==> src/rtl/asx_pkg.sv <==
// shared constants, codes and types of the entry store with extreme search and sort
`default_nettype none

package asx_pkg;

   localparam int DEPTH_DEFAULT = 16;
   localparam int MAX_EMIT      = 16;
   localparam int DATA_W        = 32;
   localparam int IDX_W         = 4;
   localparam int CNT_W         = 5;
   localparam int CMD_W         = 2;
   localparam int QUEUE_DEPTH   = 2;
   localparam int REQ_TDATA_W   = 40;
   localparam int RSP_TDATA_W   = 40;

   localparam logic [CNT_W-1:0] USED_RESET = 5'd16;

   localparam logic [CMD_W-1:0] CMD_WRITE   = 2'd0;
   localparam logic [CMD_W-1:0] CMD_EXTREME = 2'd1;
   localparam logic [CMD_W-1:0] CMD_SORT    = 2'd2;

   typedef struct packed {
      logic [CMD_W-1:0]         command;
      logic [IDX_W-1:0]         index;
      logic signed [DATA_W-1:0] value;
      logic                     descending;
      logic                     bad_index;
   } job_type;

   typedef struct packed {
      logic signed [DATA_W-1:0] result_value;
      logic [IDX_W-1:0]         position;
      logic                     last;
      logic                     bad_index;
   } rsp_type;

   typedef struct packed {
      logic empty;
      logic full;
   } queue_status_type;

   typedef enum logic [3:0] {
      ST_IDLE,
      ST_WRITE,
      ST_SCAN_START,
      ST_SCAN_HEAD,
      ST_SCAN,
      ST_SCAN_DONE,
      ST_SWAP_A,
      ST_SWAP_B,
      ST_EMIT_START,
      ST_EMIT
   } state_type;

endpackage

`default_nettype wire

==> src/rtl/asx_front.sv <==
// request front end: unpacks request words, checks write indexes, drops unused commands
`default_nettype none

module asx_front (
   input  wire logic                              req_tvalid,
   output      logic                              req_tready,
   // index[3:0], value[35:4], descending[36], zero fill
   input  wire logic [asx_pkg::REQ_TDATA_W-1:0]   req_tdata,
   // command[1:0]
   input  wire logic [asx_pkg::CMD_W-1:0]         req_tuser,
   input  wire logic [asx_pkg::CNT_W-1:0]         used_count,
   input  wire asx_pkg::queue_status_type         queue_status,
   output      logic                              push,
   output      asx_pkg::job_type                  push_job
);

   logic [asx_pkg::IDX_W-1:0] index;
   logic                      is_write;

   assign index      = req_tdata[asx_pkg::IDX_W-1:0];
   assign req_tready = !queue_status.full;
   assign is_write   = (req_tuser == asx_pkg::CMD_WRITE);

   always_comb begin
      push_job.command    = req_tuser;
      push_job.index      = index;
      push_job.value      = req_tdata[asx_pkg::IDX_W +: asx_pkg::DATA_W];
      push_job.descending = req_tdata[asx_pkg::IDX_W + asx_pkg::DATA_W];
      push_job.bad_index  = is_write &&
                            ({1'b0, index} >= used_count);
   end

   always_comb begin
      case (req_tuser)
         asx_pkg::CMD_WRITE, asx_pkg::CMD_EXTREME, asx_pkg::CMD_SORT: begin
            push = req_tvalid && req_tready;
         end
         default: begin
            push = 1'b0;
         end
      endcase
   end

endmodule

`default_nettype wire

==> src/rtl/asx_fifo.sv <==
// short command queue between the front end and the sequencer
`default_nettype none

module asx_fifo (
   input  wire logic                      clock,
   input  wire logic                      reset,
   input  wire logic                      push,
   input  wire asx_pkg::job_type          push_job,
   input  wire logic                      pop,
   output      asx_pkg::job_type          pop_job,
   output      asx_pkg::queue_status_type status
);

   localparam int PW = (asx_pkg::QUEUE_DEPTH > 1) ? $clog2(asx_pkg::QUEUE_DEPTH) : 1;
   localparam int FW = $clog2(asx_pkg::QUEUE_DEPTH + 1);
   localparam logic [PW-1:0] PTR_LAST = PW'(asx_pkg::QUEUE_DEPTH - 1);
   localparam logic [FW-1:0] FILL_MAX = FW'(asx_pkg::QUEUE_DEPTH);

   asx_pkg::job_type slot_ff [asx_pkg::QUEUE_DEPTH];
   logic [PW-1:0]    wptr_ff, wptr_in;
   logic [PW-1:0]    rptr_ff, rptr_in;
   logic [FW-1:0]    fill_ff, fill_in;
   logic             do_push, do_pop;

   assign status.empty = (fill_ff == '0);
   assign status.full  = (fill_ff == FILL_MAX);
   assign do_push      = push && !status.full;
   assign do_pop       = pop && !status.empty;
   assign pop_job      = slot_ff[rptr_ff];

   always_comb begin
      wptr_in = wptr_ff;
      rptr_in = rptr_ff;
      fill_in = fill_ff;
      if (do_push) begin
         wptr_in = (wptr_ff == PTR_LAST) ? '0 : wptr_ff + 1'b1;
      end
      if (do_pop) begin
         rptr_in = (rptr_ff == PTR_LAST) ? '0 : rptr_ff + 1'b1;
      end
      if (do_push && !do_pop) begin
         fill_in = fill_ff + 1'b1;
      end else if (do_pop && !do_push) begin
         fill_in = fill_ff - 1'b1;
      end
   end

   always_ff @(posedge clock) begin
      if (reset) begin
         wptr_ff <= '0;
         rptr_ff <= '0;
         fill_ff <= '0;
      end else begin
         wptr_ff <= wptr_in;
         rptr_ff <= rptr_in;
         fill_ff <= fill_in;
      end
   end

   always_ff @(posedge clock) begin
      if (do_push) begin
         slot_ff[wptr_ff] <= push_job;
      end
   end

endmodule

`default_nettype wire

==> src/rtl/asx_engine.sv <==
// sequencer with the entry memory, one shared comparator and the response register
`default_nettype none

module asx_engine #(
   parameter int DEPTH = asx_pkg::DEPTH_DEFAULT
) (
   input  wire logic                              clock,
   input  wire logic                              reset,
   input  wire logic [asx_pkg::CNT_W-1:0]         used_count,
   input  wire asx_pkg::queue_status_type         queue_status,
   input  wire asx_pkg::job_type                  head_job,
   output      logic                              pop,
   output      logic                              rsp_tvalid,
   input  wire logic                              rsp_tready,
   // result_value[31:0], position[35:32], zero fill
   output      logic [asx_pkg::RSP_TDATA_W-1:0]   rsp_tdata,
   // bad_index
   output      logic                              rsp_tuser,
   output      logic                              rsp_tlast
);

   localparam int LIM = (DEPTH < asx_pkg::MAX_EMIT) ? DEPTH : asx_pkg::MAX_EMIT;
   localparam int AW  = $clog2(LIM);
   localparam int CW  = asx_pkg::CNT_W;
   localparam int DW  = asx_pkg::DATA_W;
   localparam int IW  = asx_pkg::IDX_W;

   logic [DW-1:0] mem [LIM];
   logic [LIM-1:0] valid_ff;
   logic [DW-1:0]  rd_data_ff;
   logic           rd_valid_ff;
   logic [AW-1:0]  rd_idx_ff;

   asx_pkg::state_type state_ff, state_in;
   asx_pkg::job_type   job_ff, job_in;
   logic [CW-1:0]      i_ff, i_in;
   logic [CW-1:0]      j_ff, j_in;
   logic [AW-1:0]      sel_ff, sel_in;
   logic signed [DW-1:0] best_ff, best_in;
   logic signed [DW-1:0] head_ff, head_in;
   asx_pkg::rsp_type   rsp_ff, rsp_in;
   logic               rsp_valid_ff, rsp_valid_in;

   logic                 we, re, load, out_free, take;
   logic [AW-1:0]        wa, ra;
   logic [DW-1:0]        wd;
   logic signed [DW-1:0] rd_value;

   assign rd_value = rd_valid_ff ? rd_data_ff : '0;
   assign out_free = !rsp_valid_ff || rsp_tready;
   assign take     = job_ff.descending ? (best_ff < rd_value) : (rd_value < best_ff);

   always_comb begin
      state_in = state_ff;
      job_in   = job_ff;
      i_in     = i_ff;
      j_in     = j_ff;
      sel_in   = sel_ff;
      best_in  = best_ff;
      head_in  = head_ff;
      rsp_in   = rsp_ff;
      pop      = 1'b0;
      load     = 1'b0;
      we       = 1'b0;
      wa       = '0;
      wd       = '0;
      re       = 1'b0;
      ra       = '0;
      unique case (state_ff)
         asx_pkg::ST_IDLE: begin
            if (!queue_status.empty) begin
               pop    = 1'b1;
               job_in = head_job;
               i_in   = '0;
               unique case (head_job.command)
                  asx_pkg::CMD_WRITE:   state_in = asx_pkg::ST_WRITE;
                  asx_pkg::CMD_EXTREME: state_in = asx_pkg::ST_SCAN_START;
                  asx_pkg::CMD_SORT: begin
                     state_in = (used_count > 5'd1) ? asx_pkg::ST_SCAN_START
                                                    : asx_pkg::ST_EMIT_START;
                  end
                  default: state_in = asx_pkg::ST_IDLE;
               endcase
            end
         end
         asx_pkg::ST_WRITE: begin
            if (out_free) begin
               we                  = !job_ff.bad_index;
               wa                  = job_ff.index[AW-1:0];
               wd                  = job_ff.value;
               load                = 1'b1;
               rsp_in.result_value = job_ff.value;
               rsp_in.position     = job_ff.index;
               rsp_in.last         = 1'b1;
               rsp_in.bad_index    = job_ff.bad_index;
               state_in            = asx_pkg::ST_IDLE;
            end
         end
         asx_pkg::ST_SCAN_START: begin
            re       = 1'b1;
            ra       = i_ff[AW-1:0];
            j_in     = i_ff + 1'b1;
            state_in = asx_pkg::ST_SCAN_HEAD;
         end
         asx_pkg::ST_SCAN_HEAD: begin
            best_in = rd_value;
            head_in = rd_value;
            sel_in  = rd_idx_ff;
            if (j_ff < used_count) begin
               re       = 1'b1;
               ra       = j_ff[AW-1:0];
               j_in     = j_ff + 1'b1;
               state_in = asx_pkg::ST_SCAN;
            end else begin
               state_in = asx_pkg::ST_SCAN_DONE;
            end
         end
         asx_pkg::ST_SCAN: begin
            if (take) begin
               best_in = rd_value;
               sel_in  = rd_idx_ff;
            end
            if (j_ff < used_count) begin
               re   = 1'b1;
               ra   = j_ff[AW-1:0];
               j_in = j_ff + 1'b1;
            end else begin
               state_in = asx_pkg::ST_SCAN_DONE;
            end
         end
         asx_pkg::ST_SCAN_DONE: begin
            if (job_ff.command == asx_pkg::CMD_SORT) begin
               state_in = asx_pkg::ST_SWAP_A;
            end else if (out_free) begin
               load                = 1'b1;
               rsp_in.result_value = best_ff;
               rsp_in.position     = '0;
               rsp_in.last         = 1'b1;
               rsp_in.bad_index    = 1'b0;
               state_in            = asx_pkg::ST_IDLE;
            end
         end
         asx_pkg::ST_SWAP_A: begin
            we       = 1'b1;
            wa       = i_ff[AW-1:0];
            wd       = best_ff;
            state_in = asx_pkg::ST_SWAP_B;
         end
         asx_pkg::ST_SWAP_B: begin
            we   = 1'b1;
            wa   = sel_ff;
            wd   = head_ff;
            i_in = i_ff + 1'b1;
            state_in = (CW'(i_ff + 5'd2) < used_count) ? asx_pkg::ST_SCAN_START
                                                        : asx_pkg::ST_EMIT_START;
         end
         asx_pkg::ST_EMIT_START: begin
            re       = 1'b1;
            ra       = '0;
            j_in     = 5'd1;
            state_in = asx_pkg::ST_EMIT;
         end
         asx_pkg::ST_EMIT: begin
            if (out_free) begin
               load                = 1'b1;
               rsp_in.result_value = rd_value;
               rsp_in.position     = IW'(rd_idx_ff);
               rsp_in.last         = (CW'(rd_idx_ff) + 5'd1 == used_count);
               rsp_in.bad_index    = 1'b0;
               if (CW'(rd_idx_ff) + 5'd1 == used_count) begin
                  state_in = asx_pkg::ST_IDLE;
               end else begin
                  re   = 1'b1;
                  ra   = j_ff[AW-1:0];
                  j_in = j_ff + 1'b1;
               end
            end
         end
         default: begin
            state_in = asx_pkg::ST_IDLE;
         end
      endcase
   end

   always_comb begin
      rsp_valid_in = rsp_valid_ff;
      if (load) begin
         rsp_valid_in = 1'b1;
      end else if (rsp_tready) begin
         rsp_valid_in = 1'b0;
      end
   end

   always_ff @(posedge clock) begin
      if (reset) begin
         state_ff     <= asx_pkg::ST_IDLE;
         rsp_valid_ff <= 1'b0;
         valid_ff     <= '0;
      end else begin
         state_ff     <= state_in;
         rsp_valid_ff <= rsp_valid_in;
         if (we) begin
            valid_ff[wa] <= 1'b1;
         end
      end
   end

   always_ff @(posedge clock) begin
      job_ff  <= job_in;
      i_ff    <= i_in;
      j_ff    <= j_in;
      sel_ff  <= sel_in;
      best_ff <= best_in;
      head_ff <= head_in;
      rsp_ff  <= rsp_in;
   end

   always_ff @(posedge clock) begin
      if (we) begin
         mem[wa] <= wd;
      end
      if (re) begin
         rd_data_ff  <= mem[ra];
         rd_valid_ff <= valid_ff[ra];
         rd_idx_ff   <= ra;
      end
   end

   assign rsp_tvalid = rsp_valid_ff;
   assign rsp_tdata  = {{(asx_pkg::RSP_TDATA_W - DW - IW){1'b0}},
                        rsp_ff.position, rsp_ff.result_value};
   assign rsp_tuser  = rsp_ff.bad_index;
   assign rsp_tlast  = rsp_ff.last;

endmodule

`default_nettype wire

==> src/rtl/array_store_extreme_and_sort_core.sv <==
// top level: used-count register, front end, command queue and sequencer
// write: response loaded in ST_WRITE; extreme: in ST_SCAN_DONE after a scan of the used entries
// sort: scans each with a swap, then an emit pass; one memory read per cycle during a scan
// commands run one at a time in the sequencer; two more words wait in the queue
// reset clears the per-entry valid bits directly, no clearing pass; used count resets to 16
`default_nettype none

module array_store_extreme_and_sort_core #(
   parameter int DEPTH = asx_pkg::DEPTH_DEFAULT
) (
   input  wire logic                              clock,
   input  wire logic                              reset,
   input  wire logic                              req_tvalid,
   output      logic                              req_tready,
   // index[3:0], value[35:4], descending[36], zero fill
   input  wire logic [asx_pkg::REQ_TDATA_W-1:0]   req_tdata,
   // command[1:0]
   input  wire logic [asx_pkg::CMD_W-1:0]         req_tuser,
   output      logic                              rsp_tvalid,
   input  wire logic                              rsp_tready,
   // result_value[31:0], position[35:32], zero fill
   output      logic [asx_pkg::RSP_TDATA_W-1:0]   rsp_tdata,
   // bad_index
   output      logic                              rsp_tuser,
   output      logic                              rsp_tlast,
   input  wire logic                              csr_valid,
   output      logic                              csr_ready,
   input  wire logic [asx_pkg::CNT_W-1:0]         csr_data
);

   localparam int LIM = (DEPTH < asx_pkg::MAX_EMIT) ? DEPTH : asx_pkg::MAX_EMIT;
   localparam logic [asx_pkg::CNT_W-1:0] LIM_CNT = asx_pkg::CNT_W'(LIM);

   logic [asx_pkg::CNT_W-1:0] used_ff, used_in;
   logic [asx_pkg::CNT_W-1:0] used_count;

   asx_pkg::queue_status_type queue_status;
   asx_pkg::job_type          push_job, head_job;
   logic                      push, pop;

   assign csr_ready = 1'b1;

   always_comb begin
      used_in = used_ff;
      if (csr_valid && csr_ready) begin
         used_in = csr_data;
      end
   end

   always_ff @(posedge clock) begin
      if (reset) begin
         used_ff <= asx_pkg::USED_RESET;
      end else begin
         used_ff <= used_in;
      end
   end

   always_comb begin
      if (used_ff == '0) begin
         used_count = 5'd1;
      end else if (used_ff > LIM_CNT) begin
         used_count = LIM_CNT;
      end else begin
         used_count = used_ff;
      end
   end

   asx_front u_front (
      .req_tvalid   (req_tvalid),
      .req_tready   (req_tready),
      .req_tdata    (req_tdata),
      .req_tuser    (req_tuser),
      .used_count   (used_count),
      .queue_status (queue_status),
      .push         (push),
      .push_job     (push_job)
   );

   asx_fifo u_fifo (
      .clock    (clock),
      .reset    (reset),
      .push     (push),
      .push_job (push_job),
      .pop      (pop),
      .pop_job  (head_job),
      .status   (queue_status)
   );

   asx_engine #(
      .DEPTH (DEPTH)
   ) u_engine (
      .clock        (clock),
      .reset        (reset),
      .used_count   (used_count),
      .queue_status (queue_status),
      .head_job     (head_job),
      .pop          (pop),
      .rsp_tvalid   (rsp_tvalid),
      .rsp_tready   (rsp_tready),
      .rsp_tdata    (rsp_tdata),
      .rsp_tuser    (rsp_tuser),
      .rsp_tlast    (rsp_tlast)
   );

endmodule

`default_nettype wire
==> config.mk <==
export PLATFORM = sky130hd
export DESIGN_NAME = array_store_extreme_and_sort_core
export DESIGN_NICKNAME = d
export VERILOG_FILES = /design/src/rtl/asx_pkg.sv /design/src/rtl/asx_front.sv /design/src/rtl/asx_fifo.sv /design/src/rtl/asx_engine.sv /design/src/rtl/array_store_extreme_and_sort_core.sv
export SDC_FILE = /design/constraint.sdc
export NUM_CORES = 1
export LEC_CHECK = 0
export BUFFER_PORTS_ARGS = -buffer_cell sky130_fd_sc_hd__buf_2
export CORE_MARGIN = 1.5
export CORE_UTILIZATION = 56
export DETAILED_ROUTE_END_ITERATION = 8
export GPL_TIMING_DRIVEN = 0
export PLACE_DENSITY = 0.81
export SLEW_MARGIN = 0
export SYNTH_ARGS = -nofsm -noshare
export SYNTH_HDL_FRONTEND = slang
export SYNTH_SLANG_ARGS = --single-unit
==> constraint.sdc <==
create_clock -name clock -period 5.15 [get_ports clock]
set_input_delay 1.03 -clock clock [delete_from_list [all_inputs] [get_ports clock]]
set_output_delay 1.03 -clock clock [all_outputs]
set_load 0.01 [all_outputs]
-- After elaboration in Yosys (flattened, before gate mapping)
Memories as Yosys holds them, arrays and structs flattened. A register that Yosys moved wholly into a read port is not among the register bits.
Index checks and enable logic that the tools add are counted.
- bits in registers: 191
- logic and storage cells: 173
- output and inout bits: 45
- memories: 2
- bits of input ports: 52
- memory bits (writable): 592
- bitwise logic cells: 2
- add/sub/neg operators: 8
- equal/unequal tests: 26
- muxes and demuxes: 66
- $lt $le $gt $ge: 10
- reductions and logical operators: 36
- memory list (name ; depth ; width ; rd ports ; clocked after memory_dff ; write ports ; line ; RTL):
    u_engine.mem ; 16 ; 32 ; 1 ; 1 ; 1 ; asx_engine.sv:28 ; logic [DW-1:0] mem [LIM];
    u_fifo.slot_ff ; 2 ; 40 ; 1 ; 1 ; 1 ; asx_fifo.sv:19 ; asx_pkg::job_type slot_ff [asx_pkg::QUEUE_DEPTH];
- operator list (cell ; number):
    38-bit two-way mux ; 4
    38-bit case mux with 3 select lines ; 1
    32-bit two-way mux ; 3
    32-bit case mux with 3 select lines ; 1
    32-bit < comparator ; 2
    32-bit case mux with 2 select lines ; 1
    4-bit two-way mux ; 13
    4-bit case mux with 10 select lines ; 1
    4-bit case mux with 3 select lines ; 3
    5-bit two-way mux ; 6
    1-bit two-way mux ; 23
    5-bit case mux with 4 select lines ; 1
    4-bit by 3-bit == test with 1-bit output, second input constant ; 4
    16-bit bitwise OR ; 1
    2-bit by 1-bit != test with 1-bit output, second input constant ; 6
    5-bit by 1-bit adder with 5-bit output, second input constant ; 2
    4-bit by 5-bit < comparator with 1-bit output, second input constant ; 2
    5-bit < comparator ; 2
    5-bit case mux with 2 select lines ; 1
    2-bit == test, second input constant ; 4
    4-bit by 2-bit == test with 1-bit output, second input constant ; 2
    4-bit == test, second input constant ; 2
    2-bit != test, second input constant ; 4
    4-bit case mux with 2 select lines ; 1
    other kinds (32) ; 58

-- Depth between registers and ports, before layout
Gate-level depths: netlist of the first run.
- word-level depth: 9
- mapped depth: 14
- gate-level depth less buffers: 12

-- Modules after synthesis
Synthesis of the first run repeated with hierarchy kept, for this count alone.
- cell total of the unflattened synthesis: 2316
- area, all modules: 34042.6 µm²
- modules (own cells, without submodules) (module ; sequential area each (µm²) ; area an instance (µm²) ; instances ; cells each):
    asx_engine ; 21590.7 ; 30317.8 ; 1 ; 2086
    asx_fifo ; 2502.4 ; 3090.5 ; 1 ; 149
    asx_front ; 0.0 ; 410.4 ; 1 ; 56
    array_store_extreme_and_sort_core ; 100.1 ; 224.0 ; 1 ; 25

-- Worst setup path before layout of the first run
Ideal clock, no wire load.
- kind: input to register
- start: input port rsp_tready
- end: memory u_engine.mem[0][0] (netlist name) (enable)
- cell stages on the path: 5
- path slack: 182 ps
- data required time: 4687 ps
- setup time: 463 ps
- buffers on the path: 0
- data arrival time: 4505 ps
- cells stage by stage: nor2b_1 -> nor3_1 -> a222oi_1 -> nand2_1 -> nor3_1
- cells in the longest elaborated chain, start to end: 5
- elaborated cells on any way between the ends: 7
- classes of those cells: mux (6); reduce/logical (1)
- ends and longest elaborated chain (what ; line ; RTL):
    start: declaration ; array_store_extreme_and_sort_core.sv:20 ; input wire logic rsp_tready,
    1-bit logical OR * ; asx_engine.sv:50 ; assign out_free = !rsp_valid_ff || rsp_tready;
    1-bit two-way mux ; asx_engine.sv:87 ; if (out_free) begin
    1-bit case mux with 2 select lines ; asx_engine.sv:69 ; unique case (state_ff)
    1-bit two-way mux ; asx_engine.sv:219 ; if (we) begin
    1-bit two-way mux (not written as such) ; asx_engine.sv:220 ; mem[wa] <= wd;
    end: declaration ; asx_engine.sv:28 ;
Every way passes the cells marked *; elsewhere a longest branch is shown, timed or not.

-- Final worst setup path of the first run
- start: register used_ff[4] (netlist name)
- end: register u_engine.rd_data_ff[27] (read register of u_engine.mem) (data pin)
- cells in the longest elaborated chain, start to end: 7
- elaborated cells on any way between the ends: 14
- classes of those cells: order compare (2); eq/ne (1); mux (10); reduce/logical (1)
- ends and longest elaborated chain (what ; line ; RTL):
    start: declaration ; array_store_extreme_and_sort_core.sv:34 ; logic [asx_pkg::CNT_W-1:0] used_ff, used_in;
    start signal: assignment ; array_store_extreme_and_sort_core.sv:52 ; used_ff <= asx_pkg::USED_RESET;
    start signal: assignment ; array_store_extreme_and_sort_core.sv:54 ; used_ff <= used_in;
    5-bit greater-than comparator ; array_store_extreme_and_sort_core.sv:61 ; end else if (used_ff > LIM_CNT) begin
    5-bit two-way mux ; array_store_extreme_and_sort_core.sv:61 ;
    5-bit two-way mux * ; array_store_extreme_and_sort_core.sv:59 ; if (used_ff == '0) begin
    branches (longest 4 deep; another with 5-bit < comparator) ; n/a ;
    end: declaration ; asx_engine.sv:30 ; logic [DW-1:0] rd_data_ff;
Mark *: on every way between the ends.
A chain may end at the register's enable or synchronous reset.

==> results of run 1 <==
-- power by group --
group | internal (mW) | switching [mW] | leakage [nW] | total [mW]
Sequential | 8.39 | 0.338 | 7.46 | 8.73
Combinational | 1.50 | 2.81 | 5.96 | 4.30
Clock | 3.32 | 2.45 | 1.27 | 5.76
Total | 13.2 | 5.59 | 14.7 | 18.8
-- stage by stage --
step | utilization | setup TNS (ns) | total power [mW] | instances
5_1_grt | 0.648 | 0 | 19.4 | 3130
6_report | 0.648 | 0 | 18.8 | 3130
3_3_place_gp | 0.591 | -930.06 | 12.8 | 2956
4_1_cts | 0.648 | 0 | 18.8 | 3130
3_5_place_dp | 0.604 | 0 | 13.0 | 2987
2_1_floorplan | - | 0 | 11.5 | 2097
-- logic make-up after synthesis --
logic type,share of synthesized area
XOR/XNOR,0.00537
buffers and inverters,0.0303
other,0.000224
multiplexers,0.0835
AO/OA/AOI/OAI,0.0872
flip-flops,0.721
adder cells (fa/ha/maj),0.0183
AND/OR/NAND/NOR,0.0541
-- per-layer routing --
metal | routed length (microns) | global-route usage | vias to the layer above
li1 | - | - | 8534
met1 | 30200 | 0.334 | 9752
met2 | 39300 | 0.439 | 1147
met3 | 8050 | 0.0576 | 182
met4 | 2880 | 0.105 | 2
met5 | 9 | 0 | -
-- cell type report --
| cell class | count | area (sq um) |
|---|---|---|
| flip-flops and latches | 816 | 24200 |
| fillers | 3873 | 20800 |
| multi-input cells | 1084 | 8510 |
| clock buffers | 94 | 2050 |
| repair buffers | 117 | 1030 |
| well taps | 773 | 967 |
| plain buffers | 120 | 724 |
| clock inverters | 49 | 528 |
| inverters | 77 | 292 |
-- registers in the layout (all words and copies together) (netlist names), 16 cells and up, named ones only --
register and cells:
u_engine.rd_data_ff 32, u_engine.valid_ff 16, u_engine.rsp_tdata 36, u_engine.mem 512
u_engine.best_ff 32, u_fifo.slot_ff 80, u_engine.head_ff 32, u_engine.job_ff 40
-- path summary, 6_finish.rpt --
| path | slack [ns] | depth (start not counted) | end | from |
|---|---|---|---|---|
| setup / recovery | 0.61 | 11 | u_engine.rd_data_ff[27] | used_ff[4] |
| hold / removal | 0.47 | 2 | u_engine.valid_ff[12] | u_engine.valid_ff[12] |
| setup reg to reg | 0.61 | 11 | u_engine.rd_data_ff[27] | used_ff[4] |
| hold reg to reg | 0.47 | 2 | u_engine.valid_ff[12] | u_engine.valid_ff[12] |
-- critical path, cell delays in order, from the launching register on --
cell and delay, ns:
dfxtp_1 0.53, inv_1 0.17, nand2_1 0.23, ha_1 0.27, o2111a_1 0.26, a221o_2 0.45
o22ai_4 0.25, nand2_1 0.13, o22ai_1 1.02, clkbuf_1 0.58, a32o_1 0.31, a221o_1 0.19
-- synthesized netlist by cell type (all sizes together) (3+ instances only) --
cell    instances  area (sq um)
edfxtp        785         23600
a211oi         69           683
and2            4          25.0
o21ai          18          93.8
xor2           10          87.6
nor4            3          48.8
nand2b          9          56.3
ha             49           613
clkbuf         53           206
nor3           10          55.1
a32o           33           330
o21a            5          37.5
mux2i         235          2350
buf            67           518
a22oi           5          42.5
dfxtp          31           621
nor2b          78           488
nor2          100           383
o211ai          4          30.0
a222oi         34           340
or2             3          18.8
nand3          20           100
mux2           40           450
a221o          65           652
inv            77           292
a21o           13          97.6
nand2         138           518
nand4           6          37.5
o22ai           8          63.8
and3            5          31.3
or3             3          18.8
xnor2           8          70.1
a21oi          88           440
==> reports/results.ini, run 1 <==
[floorplan]
rows = 89
start_util = 0.567
fp.dieArea_sq_um = 61400
io_pins = 97
die_h_microns = 248
die_x_microns = 248
core_area_sq_um = 59100

[timing]
fin_crit_sh = 0.882
fmax_mhz = 220
rsz0062_at_grt = false
report.final.slew_viol_count = 0
clock_skew_ns = 0.0229
min_period_ns = 4.54
final-hold-violation-count = 0
whs_ns = 0.469
worstMarginPinSlew_ns = 1.35
setup_viol = 0
fin_ws_ns = 0.606
slew_headroom = 0.102

[clock_tree]
cts_buffers = 78
clock_sinks = 816
clk_latency_ns = 0.65
cts_hold_buf = 0
postCtsSetupBuffers = 0
cts_tree = yes
h-tree-depth = 3
clk_pin_slew_worst_paths_ns = 0.06
cts_resized = 0
clockRootBuffer = clkbuf_16
clockBufferDepth = 3

[worst_setup_path]
cp_max_fo = 10
cp-start-kind = flip-flop
arrival_ns = 5.03
crit_path_end_kind = flip-flop
crit_required_ns = 5.64
crit_type = reg -> reg

[run_status]
status = complete, but fails checks
violations = DRC

[grt]
grt_max_degree = 41
antenna_found_initial = 1
overflow = 0
grtUsageTotal = 0.263
grt_pass1_vias = 19700
grt_pass1_wl_microns = 118000

[final_layout]
final_common_cell = edfxtp_1
final_net_count = 2395
mostFrequentLayoutCells = 785 x edfxtp_1, 235 x mux2i_1, 138 x nand2_1
antenna_cells = 0
fin_area_sq_um = 38300
drive_gt1_frac = 0.174
area_growth_pct = 14.1

[detailed_routing]
routed_wl_microns = 80400
wl_per_cell_microns = 25.7
dr_total_vias = 19600
drt_pass1_iterations = 9
ant_nets = 0
route.detailed.drc = 10
vias_per_cell = 6.27
drtIter0Drc = 2474

[synthesis]
yosys_register_bits = 816
synth_area_sq_um = 33600
async_reset_ff_frac = 0
ys_types = 62
synth-edff-count = 785
yosysWarnings = 0
syn_avg_cell_area_sq_um = 16.0
synth_top_flop_cell = edfxtp_1
synth_cells = 2094
synth_seq_area_share = 0.721

[job]
cap_violations = 0

[power]
leakage_nw = 14.7
ir_drop_uv = 275
p_per_area_nw_per_um2 = 491

[placed_design]
hpwl_microns = 55600
routabilityCongestion = 0.898
io_buffer_count = 86
placed_area_sq_um = 35700
place_ws_ns = 0.534

[min_path]
hold_class = reg -> reg

No activity file was read; power rests on OpenSTA's default activity.
==> run 2, diff against run 1 <==
--- a/config.mk
+++ b/config.mk
@@ -10,6 +10,7 @@
 export CORE_UTILIZATION = 56
 export DETAILED_ROUTE_END_ITERATION = 8
 export GPL_TIMING_DRIVEN = 0
+export MAX_ROUTING_LAYER = met4
 export PLACE_DENSITY = 0.81
 export SLEW_MARGIN = 0
 export SYNTH_ARGS = -nofsm -noshare
==> reports/results.ini, run 2 (synthesis results as in run 1) <==
[run_status]
status = complete, but fails checks
violations = DRC

[floorplan]
die_x_microns = 248
start_util = 0.567
core_area_sq_um = 59100
fp.dieArea_sq_um = 61400
rows = 89
die_h_microns = 248
io_pins = 97

[final_layout]
drive_gt1_frac = 0.170
largest_register = u_engine.mem
final_net_count = 2394
utilization = 0.647
mostFrequentLayoutCells = 785 x edfxtp_1, 235 x mux2i_1, 138 x nand2_1
final_common_cell = edfxtp_1
antenna_cells = 0
top_regs = u_engine.mem: 512 flops, u_fifo.slot_ff: 80 flops, u_engine.job_ff: 40 flops
largest_reg_flops = 512
area_growth_pct = 14.0
stdcell_count = 3130

[detailed_routing]
dr_total_vias = 19600
ant_nets = 0
route.detailed.drc = 10
routed_wl_microns = 79700
drtIter0Drc = 2308
drt_pass1_iterations = 8
vias_per_cell = 6.27
wl_per_cell_microns = 25.5

[timing]
setup_viol = 0
fin_ws_ns = 0.640
clock_skew_ns = 0.0303
final-hold-violation-count = 0
slew_headroom = 0.153
report.final.slew_viol_count = 0
rsz0062_at_grt = false
worstMarginPinSlew_ns = 1.27
fmax_mhz = 222
fin_setup_tns_ns = 0
fin_crit_sh = 0.876
min_period_ns = 4.51

[power]
p_sw_mw = 5.55
p_seq_frac = 0.467
leakage_nw = 14.7
intPower_mw = 13.1
combPwrFrac = 0.229
sw_frac_of_total = 0.297
p_clk_frac = 0.304
finalPower_mw = 18.7
p_per_area_nw_per_um2 = 489
ir_drop_uv = 296

[min_path]
hp-start = u_engine.valid_ff[1]
hold_class = reg -> reg
holdPathEnd = u_engine.valid_ff[1]
hold_depth = 2

[worst_setup_path]
path_cells = inv_1, nand2_1, ha_1, o2111a_1, a221o_2, o22ai_4, nand2_1, o22ai_1, clkbuf_1, a32o_1, a221o_1
crit_path_max_incr_delay_ns = 0.96
crit_type = reg -> reg
cp_max_fo = 10
arrival_ns = 4.98
cp-start-kind = flip-flop
crit_required_ns = 5.62
crit_path_end_kind = flip-flop
r2r_cells = 11
critical_path.slowest_cell = o22ai_1
worst_path_most_repeated_cell = nand2_1
worstReg2RegStart = used_ff[4]
reg2reg_to = u_engine.rd_data_ff[27]
rrSetupSlack_ns = 0.64

[clock_tree]
clockBufferDepth = 3
clock_sinks = 816
clk_latency_ns = 0.65
cts_resized = 0
cts_hold_buf = 0
cts_buffers = 78
clk_pin_slew_worst_paths_ns = 0.06
postCtsSetupBuffers = 0
clockRootBuffer = clkbuf_16
cts_tree = yes
h-tree-depth = 3

[placed_design]
place_ws_ns = 0.435
routabilityCongestion = 0.916
io_buffer_count = 86
hpwl_microns = 55500
placed_cells = 2986

[grt]
grt_max_degree = 41
grtUsageTotal = 0.268
grt_pass1_wl_microns = 117000
overflow = 0
grt_pass1_vias = 19700
antenna_found_initial = 0

[job]
cap_violations = 0

-- run 2: changes by cell type in the layout (fill, tap and decap cells not counted), sizes merged --
cell,previous run,this run
buf,184,183
inv,82,81
bufinv,9,7
clkinv,34,32
clkbuf,147,153
-- run 2: worst max-delay path, delay by kind of cell (launching register included) --
kind | cells | cell delay (ns)
flops | 1 | 0.54
compound gates | 6 | 2.46
fa+ha+maj | 1 | 0.27
buf+inv | 2 | 0.74
simple gates | 2 | 0.34
-- run 2: metrics by stage --
stage	hold WS [ns]	area [sq um]
2_1_floorplan	0.432	33600
3_3_place_gp	0.443	35000
3_5_place_dp	0.459	35700
4_1_cts	0.473	38300
5_1_grt	0.488	38300
6_report	0.468	38300
-- run 2: worst max-delay path by stage --
stage	start	to	slack, ns	cells after the start
floorplan	rsp_tready	u_engine.mem[0][0]	0.18	5
global placement	rsp_tready	u_engine.mem[4][8]	-3.11	7
detailed placement	rsp_tready	u_engine.mem[4][8]	0.43	8
CTS	used_ff[4]	u_engine.rd_data_ff[6]	0.80	11
global route	used_ff[4]	u_engine.rd_data_ff[5]	0.58	11
finish	used_ff[4]	u_engine.rd_data_ff[27]	0.64	11
-- run 2: final cells by class --
class | instances | area (sq um)
Clock buffer | 100 | 2110
Buffer | 120 | 724
Clock inverter | 44 | 437
Multi-Input combinational cell | 1084 | 8510
Fill cell | 3864 | 20900
Timing Repair Buffer | 116 | 1020
Tap cell | 773 | 967
Sequential cell | 816 | 24200
Inverter | 77 | 292
-- run 2: layer usage --
| metal | wire [microns] | part of all wire | vias to the layer above | GRT usage |
|---|---|---|---|---|
| li1 | - | - | 8556 | - |
| met1 | 30200 | 0.38 | 9764 | 0.335 |
| met2 | 39100 | 0.49 | 1123 | 0.432 |
| met3 | 7560 | 0.095 | 185 | 0.0492 |
| met4 | 2790 | 0.035 | 0 | 0.110 |
| met5 | 0 | 0 | - | - |
-- run 2: power by group through the flow --
stage	sequential, mW	clock, mW	combinational, mW
floorplan	8.74	0	2.76
global placement	8.87	0	3.94
detailed placement	8.84	0	4.18
CTS	8.73	5.72	4.22
global route	8.77	5.98	4.56
finish	8.73	5.69	4.28
